===== src/hdl/nst_pkg.sv =====
// nst_pkg: shared types and constants of the node sequence tracker
// depends on nothing; used by node_sequence_tracker, nst_loss_check and node_sequence_tracker_tb
`timescale 1ns / 1ps

package nst_pkg;

    // default number of node slots
    localparam int NODES_DEF = 8;

    // timeout register value after reset, in ms
    localparam logic [31:0] TIMEOUT_RST = 32'd3000;

    // word kinds on the input channel
    localparam logic KIND_MEAS = 1'b0;
    localparam logic KIND_TICK = 1'b1;

    // result status codes
    localparam logic [1:0] STATUS_OK    = 2'd0;
    localparam logic [1:0] STATUS_FULL  = 2'd1;
    localparam logic [1:0] STATUS_SWEEP = 2'd2;

    // per slot record kept in the slot memory
    typedef struct packed {
        logic [31:0] prev_seq;
        logic [31:0] heard_at;
        logic [31:0] dup_count;
        logic [31:0] loss_count;
        logic [31:0] rx_count;
    } entry_t;

endpackage


===== src/hdl/node_sequence_tracker.sv =====
// node_sequence_tracker: per node sequence loss and duplicate tracker, top level
// depends on nst_pkg (entry_t, status and kind codes, reset constants)
//
//  channel  | signals                                     | direction | handshake
//  ---------+---------------------------------------------+-----------+-----------
//  input    | kind, node_id, seq, now_ms                  | in        | in_valid / in_ready
//  output   | status, slot, is_duplicate, lost_total,     | out       | out_valid / out_ready
//           | duplicate_total, received_total,            |           |
//           | all_received, live_nodes                    |           |
//  config   | cfg_wdata (timeout_ms)                      | in        | cfg_we, no wait
//
// a measurement word does id compare and slot memory read, then
// update and write back over the write port
// a tick word starts a sweep that reads one slot record per cycle unless a waiting result stalls it
// reset clears the slot valid bits at once; no clearing pass is needed
// a result waiting on out_ready stalls the next word's update or sweep step;
// in_ready stays low until that word is done
`timescale 1ns / 1ps

module node_sequence_tracker #(
    parameter int NODES = nst_pkg::NODES_DEF
) (
    input  logic        clk,
    input  logic        rst_n,
    // input channel
    input  logic        in_valid,
    output logic        in_ready,
    input  logic        kind,
    input  logic [7:0]  node_id,
    input  logic [31:0] seq,
    input  logic [31:0] now_ms,
    // output channel
    output logic        out_valid,
    input  logic        out_ready,
    output logic [1:0]  status,
    output logic [2:0]  slot,
    output logic        is_duplicate,
    output logic [31:0] lost_total,
    output logic [31:0] duplicate_total,
    output logic [31:0] received_total,
    output logic [31:0] all_received,
    output logic [3:0]  live_nodes,
    // configuration
    input  logic        cfg_we,
    input  logic [31:0] cfg_wdata
);

    localparam int SW = (NODES > 1) ? $clog2(NODES) : 1;
    localparam int LW = $clog2(NODES + 1);
    localparam logic [SW-1:0] LAST_IDX = SW'(NODES - 1);

    typedef enum logic [1:0] {
        S_IDLE,
        S_MEAS,
        S_SWEEP
    } state_t;

    state_t               state_reg;
    logic [NODES-1:0]     slot_used_reg;
    logic [NODES-1:0]     silent_reg;
    logic [7:0]           slot_node_reg [NODES];
    logic [31:0]          timeout_ms_reg;
    logic [31:0]          rx_all_reg;
    logic [LW-1:0]        live_reg;
    logic [LW-1:0]        live_next;

    // item held during processing
    logic [SW-1:0]        slot_reg;
    logic                 fresh_reg;
    logic                 reject_reg;
    logic [31:0]          seq_reg;
    logic [31:0]          now_reg;
    logic [7:0]           node_id_reg;

    // slot memory
    nst_pkg::entry_t      mem [NODES];
    nst_pkg::entry_t      rd_data_reg;
    logic [SW-1:0]        rd_addr;

    // output register
    logic                 out_valid_reg;
    logic [1:0]           status_reg;
    logic [2:0]           slot_out_reg;
    logic                 dup_out_reg;
    logic [31:0]          lost_out_reg;
    logic [31:0]          dups_out_reg;
    logic [31:0]          rx_out_reg;
    logic [31:0]          all_out_reg;
    logic [3:0]           live_out_reg;

    logic                 out_free;
    logic                 hit_found;
    logic [SW-1:0]        hit_idx;
    logic                 free_found;
    logic [SW-1:0]        free_idx;
    logic                 accept;

    nst_pkg::entry_t      cur;
    nst_pkg::entry_t      upd;
    logic                 heard_before;
    logic                 dup_hit;
    logic                 gap_hit;
    logic [31:0]          silence;
    logic                 expire;
    logic                 meas_done;
    logic                 sweep_done;
    logic                 out_load;

    assign accept   = in_valid && in_ready;
    assign in_ready = (state_reg == S_IDLE);
    assign out_free = !out_valid_reg || out_ready;

    // slot search: matching node first, else lowest free slot
    always_comb
    begin
        hit_found  = 1'b0;
        hit_idx    = '0;
        free_found = 1'b0;
        free_idx   = '0;
        for (int i = 0; i < NODES; i++)
        begin
            if (!hit_found && slot_used_reg[i] && slot_node_reg[i] == node_id)
            begin
                hit_found = 1'b1;
                hit_idx   = SW'(i);
            end
            if (!free_found && !slot_used_reg[i])
            begin
                free_found = 1'b1;
                free_idx   = SW'(i);
            end
        end
    end

    // memory read address
    always_comb
    begin
        unique case (state_reg)
            S_IDLE:  rd_addr = (kind == nst_pkg::KIND_TICK) ? '0
                             : (hit_found ? hit_idx : free_idx);
            S_MEAS:  rd_addr = slot_reg;
            S_SWEEP: rd_addr = (out_free && slot_reg != LAST_IDX) ? slot_reg + SW'(1)
                                                                    : slot_reg;
            default: rd_addr = '0;
        endcase
    end

    // measurement update of one slot record
    always_comb
    begin
        cur          = fresh_reg ? '0 : rd_data_reg;
        heard_before = (cur.rx_count != 32'd0);
        dup_hit      = heard_before && (seq_reg == cur.prev_seq);
        gap_hit      = heard_before && !dup_hit && (seq_reg > cur.prev_seq + 32'd1);
        upd          = cur;
        upd.prev_seq = seq_reg;
        upd.heard_at = now_reg;
        upd.rx_count = cur.rx_count + 32'd1;
        if (dup_hit)
            upd.dup_count = cur.dup_count + 32'd1;
        if (gap_hit)
            upd.loss_count = cur.loss_count + (seq_reg - cur.prev_seq - 32'd1);
    end

    // sweep test of the slot whose record was read
    assign silence = now_reg - rd_data_reg.heard_at;
    assign expire  = (state_reg == S_SWEEP) && slot_used_reg[slot_reg]
                     && !silent_reg[slot_reg] && (silence > timeout_ms_reg);

    assign meas_done  = (state_reg == S_MEAS) && out_free;
    assign sweep_done = (state_reg == S_SWEEP) && out_free && (slot_reg == LAST_IDX);
    assign out_load   = meas_done || sweep_done;

    // live count after this step
    always_comb
    begin
        live_next = live_reg;
        if (meas_done && !reject_reg && (fresh_reg || silent_reg[slot_reg]))
            live_next = live_reg + LW'(1);
        else if (expire)
            live_next = live_reg - LW'(1);
    end

    // slot memory: one write port, one registered read port
    always_ff @(posedge clk)
    begin
        if (meas_done && !reject_reg)
            mem[slot_reg] <= upd;
        rd_data_reg <= mem[rd_addr];
    end

    // control, slot flags and output register
    always_ff @(posedge clk or negedge rst_n)
    begin
        if (!rst_n)
        begin
            state_reg      <= S_IDLE;
            slot_used_reg  <= '0;
            silent_reg     <= '0;
            for (int i = 0; i < NODES; i++)
                slot_node_reg[i] <= '0;
            timeout_ms_reg <= nst_pkg::TIMEOUT_RST;
            rx_all_reg     <= '0;
            live_reg       <= '0;
            slot_reg       <= '0;
            fresh_reg      <= 1'b0;
            reject_reg     <= 1'b0;
            seq_reg        <= '0;
            now_reg        <= '0;
            node_id_reg    <= '0;
            out_valid_reg  <= 1'b0;
            status_reg     <= '0;
            slot_out_reg   <= '0;
            dup_out_reg    <= 1'b0;
            lost_out_reg   <= '0;
            dups_out_reg   <= '0;
            rx_out_reg     <= '0;
            all_out_reg    <= '0;
            live_out_reg   <= '0;
        end
        else
        begin
            if (cfg_we)
                timeout_ms_reg <= cfg_wdata;
            // result valid: set by a finished step, cleared once taken
            if (out_load)
                out_valid_reg <= 1'b1;
            else if (out_ready)
                out_valid_reg <= 1'b0;
            live_reg <= live_next;

            unique case (state_reg)
                S_IDLE:
                begin
                    if (accept)
                    begin
                        seq_reg <= seq;
                        now_reg <= now_ms;
                        if (kind == nst_pkg::KIND_TICK)
                        begin
                            slot_reg  <= '0;
                            state_reg <= S_SWEEP;
                        end
                        else
                        begin
                            slot_reg    <= hit_found ? hit_idx : free_idx;
                            fresh_reg   <= !hit_found;
                            reject_reg  <= !hit_found && !free_found;
                            node_id_reg <= node_id;
                            state_reg   <= S_MEAS;
                        end
                    end
                end
                S_MEAS:
                begin
                    if (out_free)
                    begin
                        live_out_reg  <= 4'(live_next);
                        if (reject_reg)
                        begin
                            status_reg   <= nst_pkg::STATUS_FULL;
                            slot_out_reg <= '0;
                            dup_out_reg  <= 1'b0;
                            lost_out_reg <= '0;
                            dups_out_reg <= '0;
                            rx_out_reg   <= '0;
                            all_out_reg  <= rx_all_reg;
                        end
                        else
                        begin
                            slot_used_reg[slot_reg] <= 1'b1;
                            slot_node_reg[slot_reg] <= (fresh_reg) ? node_id_reg
                                                                   : slot_node_reg[slot_reg];
                            silent_reg[slot_reg]    <= 1'b0;
                            rx_all_reg              <= rx_all_reg + 32'd1;
                            status_reg   <= nst_pkg::STATUS_OK;
                            slot_out_reg <= 3'(slot_reg);
                            dup_out_reg  <= dup_hit;
                            lost_out_reg <= upd.loss_count;
                            dups_out_reg <= upd.dup_count;
                            rx_out_reg   <= upd.rx_count;
                            all_out_reg  <= rx_all_reg + 32'd1;
                        end
                        state_reg <= S_IDLE;
                    end
                end
                S_SWEEP:
                begin
                    if (expire)
                        silent_reg[slot_reg] <= 1'b1;
                    if (sweep_done)
                    begin
                        status_reg    <= nst_pkg::STATUS_SWEEP;
                        slot_out_reg  <= '0;
                        dup_out_reg   <= 1'b0;
                        lost_out_reg  <= '0;
                        dups_out_reg  <= '0;
                        rx_out_reg    <= '0;
                        all_out_reg   <= rx_all_reg;
                        live_out_reg  <= 4'(live_next);
                        state_reg     <= S_IDLE;
                    end
                    else if (out_free)
                        slot_reg <= slot_reg + SW'(1);
                end
                default:
                    state_reg <= S_IDLE;
            endcase
        end
    end

    assign out_valid       = out_valid_reg;
    assign status          = status_reg;
    assign slot            = slot_out_reg;
    assign is_duplicate    = dup_out_reg;
    assign lost_total      = lost_out_reg;
    assign duplicate_total = dups_out_reg;
    assign received_total  = rx_out_reg;
    assign all_received    = all_out_reg;
    assign live_nodes      = live_out_reg;

    // live counter tracks used slots that are not marked silent
    a_live_count: assert property (@(posedge clk) disable iff (!rst_n)
        $countones(slot_used_reg & ~silent_reg) == int'(live_reg))
        else $error("live counter out of step with slot flags");

    // a silent mark only sits on a used slot
    a_silent_used: assert property (@(posedge clk) disable iff (!rst_n)
        (silent_reg & ~slot_used_reg) == '0)
        else $error("silent mark on unused slot");

    // slots are claimed lowest first and never freed
    a_used_prefix: assert property (@(posedge clk) disable iff (!rst_n)
        ((slot_used_reg + NODES'(1)) & slot_used_reg) == '0)
        else $error("used slots do not form a prefix");

    // an accepted measurement leaves its slot claimed
    a_slot_claimed: assert property (@(posedge clk) disable iff (!rst_n)
        meas_done && !reject_reg |=> slot_used_reg[$past(slot_reg)])
        else $error("measurement slot not claimed");

    // a full rejection only happens with every slot used
    a_full_reject: assert property (@(posedge clk) disable iff (!rst_n)
        meas_done && reject_reg |-> (&slot_used_reg))
        else $error("rejected with a free slot");

endmodule


===== config.mk =====
export PLATFORM = sky130hd
export DESIGN_NAME = node_sequence_tracker
export DESIGN_NICKNAME = d
export VERILOG_FILES = /design/src/hdl/nst_pkg.sv /design/src/hdl/node_sequence_tracker.sv
export SDC_FILE = /design/constraint.sdc
export NUM_CORES = 2
export LEC_CHECK = 0
export BUFFER_PORTS_ARGS = -buffer_cell sky130_fd_sc_hd__buf_2
export CORE_MARGIN = 10
export CORE_UTILIZATION = 40
export DETAILED_ROUTE_END_ITERATION = 8
export PLACE_DENSITY = 0.53
export SYNTH_ARGS = -nofsm -noshare
export SYNTH_HDL_FRONTEND = slang
export SYNTH_SLANG_ARGS = --single-unit

===== constraint.sdc =====
create_clock -name clk -period 10 [get_ports clk]
set_clock_uncertainty 0.15 [all_clocks]
set_input_delay 2 -clock clk [delete_from_list [all_inputs] [get_ports clk]]
set_output_delay 2 -clock clk [all_outputs]
set_load 0.005 [all_outputs]

==> flow_summary.toml <==
[cells_and_area]
stdcell_area_um2 = 89520
fin_cells = 8548
nNetsFinal = 6031
largest_reg_flops = 1280
area_growth_pct = 12.53
fillerInstances = 17565
drive_gt1_share_pct = 14.48
utilization_pct = 45.30

[placement]
gp_routability_congestion = 0.8245
placed_area_um2 = 82840
port_buffers = 249
place_ws_ns = 2.902
dp_hpwl_um = 113100
dp_cells = 8164

[grt]
grt_pass1_wl_um = 290000
grt_pass1_vias = 45129
grt_max_degree = 131
grt_overflow = 0
antenna_found_initial = 9
grt_util_all_layers_pct = 17.39

[synth]
syn_inst = 5456
ys_seq_area_share_pct = 63.87
yosys-mux-area-fraction_pct = 16.06
synth_top_family_by_area = "multiplexers"
synth_xor_xnor_area_share_pct = 3.021
avgSynthCellArea_um2 = 14.58
synthAdderAreaFrac_pct = 3.425
synth_top_area_share_pct = 48.32
netlist_area_um2 = 79550
synth_area_leaders = "edfxtp_1, mux2i_1, dfrtp_1, dfxtp_1, mux2_2"
ys_ff_latch = 1806
synth_cell_types = 88
synth_edf_count = 1280
synth_top_cell_by_area = "edfxtp_1"
synth-async-reset-ratio_pct = 20.27
syn_nets = 5764
synth-compound-area-share_pct = 4.276
yosys_warnings = 0
synthFlopType = "edfxtp_1"
synth-simple-area-share_pct = 5.717

[timing]
max_freq_mhz = 143.6
hold_viol = 0
post-route-min-period_ns = 6.964
worst_slew_pin_slew_ns = 1.074
final_max_slew_viol_count = 0
maxSlewHeadroom_pct = 28.41
setup_ws_ns = 3.036
period_share_pct = 69.64
finalSetupTns_ns = 0
hold_slack_ns = 0.3279
rsz0062_at_grt = "false"
final-setup-viol-count = 0

[setup_path]
timing.rr.start = "fresh_reg$_DFFE_PN0P_"
cpMaxStageDelayCell = "a21oi_4"
cp.arrival_ns = 7.58
ff2ff_setup_slack_ns = 3.04
worstSetupStartpointType = "flop"
crit_fanout = 35
endpoint_kind = "flop"
cp-startpoint = "fresh_reg$_DFFE_PN0P_"
critical_path_class = "reg -> reg"
crit_required_ns = 10.62
max_stage_delay_ns = 0.78
crit_chain = "nand2b_1, inv_1, ha_1, and4b_1, and4_1, and4b_1, nand2_1, nor2_1, and3_1, nand3_1, or3_1, a21o_1, ha_1, nand4_1, nor3_1, and3_1, o21ai_0, a21oi_4, buf_4, mux2i_1, a22o_1"

[floorplanning]
core_um2 = 197600
pin_count = 250
rows = 163
die_area_um2 = 217100
fp.dieH_um = 466.0
dieWidth_um = 466.0
floorplan.initialDensity_pct = 40.26

[power]
power_frac_seq_pct = 34.9
p_per_area_nw_per_um2 = 373.4
p_leak_nw = 33.39
irDropWorstVdd_v = 0.0003277
p_sw_mw = 12.61
p_sw_share_pct = 37.72
clockPowerShare_pct = 22.2
power.internal_mw = 20.82
comb_power_share_pct = 43.0
finalPower_mw = 33.43

[clock_tree]
cts.sinks = 1806
clkLatencyLatePin_ns = 0.84
clockBufferDepth = 3
cts_root_buf = "clkbuf_16"
cts.repair.resized = 0
cts_hold_buf = 0
cts_setup_buffers = 0
cts_tree = "done"
cts_buffers = 197
clk_pin_slew_ns = 0.06
htree_levels = 4

[run]
drv_cap = 0

[hold_path]
hold_class = "reg -> reg"
hp-start = "all_received[19]$_DFFE_PN0P_"

[routing]
first_iter_violations = 2841
first_pass_iters = 8
vias = 43806
drc = 0
viasPerCell = 5.125
wl_per_cell_um = 22.54
final_antenna_net_count = 0
finalWirelength_um = 192700

[outcome]
status = "complete, no violations"
## final cells by class
| class | count | area, um^2 | share of cell area (%) |
|---|---|---|---|
| Inverter | 227 | 874.6 | 0.9769 |
| Sequential cell | 1806 | 50810 | 56.76 |
| Clock buffer | 287 | 5560 | 6.211 |
| Timing Repair Buffer | 308 | 1899 | 2.122 |
| Multi-Input combinational cell | 3183 | 25950 | 28.98 |
| Tap cell | 2640 | 3303 | 3.690 |
| Clock inverter | 88 | 1104 | 1.233 |
| Antenna cell | 9 | 22.52 | 0.02516 |
## critical path: cells and delay by family, from the launching register on
family / cells / cell delay [ns]
mux: 1 / 0.61
fa+ha+maj: 2 / 0.47
compound gates: 4 / 1.38
buf+inv: 2 / 0.60
flops: 1 / 0.61
simple gates: 12 / 3.03
## power groups by stage
stage / clock [mW] / sequential [mW] / combinational (mW)
after floorplan: 0 / 11.4 / 11.1
after global placement: 0 / 11.8 / 14.3
after detailed placement: 0 / 11.8 / 14.4
after CTS: 7.60 / 11.6 / 14.5
after global routing: 7.93 / 11.8 / 15.9
final: 7.42 / 11.6 / 14.4
## worst paths after layout
| check | to | depth (start not counted) |
|---|---|---|
| setup / recovery | lost_total[27]$_DFFE_PN0P_ | 21 |
| hold / removal | all_received[19]$_DFFE_PN0P_ | 2 |
| max in group asynchronous | lost_total[19]$_DFFE_PN0P_ | 3 |
| min in group asynchronous | rx_all_reg[21]$_DFFE_PN0P_ | 1 |
| setup reg to reg | lost_total[27]$_DFFE_PN0P_ | 21 |
| hold reg to reg | all_received[19]$_DFFE_PN0P_ | 2 |
## cell usage after synthesis, types with 19 or more instances
master / n
nor4_1: 22
nor2b_1: 43
clkbuf_1: 94
mux2_2: 199
nand2_1: 398
xnor2_1: 166
fa_1: 33
mux2i_1: 992
xor2_1: 101
dfxtp_1: 160
nand4_1: 44
mux2_1: 38
nor3_1: 36
nand2b_1: 87
dfrtp_1: 359
a21oi_1: 82
and3_1: 25
buf_8: 29
buf_2: 34
a21o_1: 39
buf_4: 19
inv_1: 226
nor2_1: 152
buf_12: 37
edfxtp_1: 1280
o21ai_0: 165
nand3_1: 82
a22o_1: 79
ha_1: 165
## routing by layer
metal  track usage (%)  wire (um)  vias up
met5                 0         34        -
met4             4.999       4691        6
met3             3.654       9437      256
met2             27.38      87770      823
met1             24.26      90750    22144
li1                  -          -    20577
## cells by family (layout without fill, tap and decap cells)
family / after synthesis / count (layout)
other: 0 / 9
muxes: 1237 / 1237
xor gates and xnor gates: 271 / 271
DFF: 1806 / 1806
and+or+nand+nor: 958 / 958
adders and majority gates: 198 / 198
buffers and inverters: 467 / 910
AOI/OAI and AO/OA: 519 / 519
## cell usage in the layout, fill, tap and decap left out, drive strengths merged, types with 14 or more instances in the layout
cell	n
o21a	14
nor3	37
nor2b	43
or3	14
bufinv	20
a22o	79
dfxtp	160
nand4	44
nor2	153
inv	238
mux2	237
a21o	39
buf	308
nand3	82
o21bai	14
edfxtp	1280
clkinv	50
nand2b	87
nand2	398
nor4	23
and3	25
o211ai	18
a21oi	83
xor2	101
clkbuf	287
mux2i	992
ha	165
o21ai	183
dfrtp	359
xnor2	170
fa	33
No activity file was read; power rests on OpenSTA's default activity.
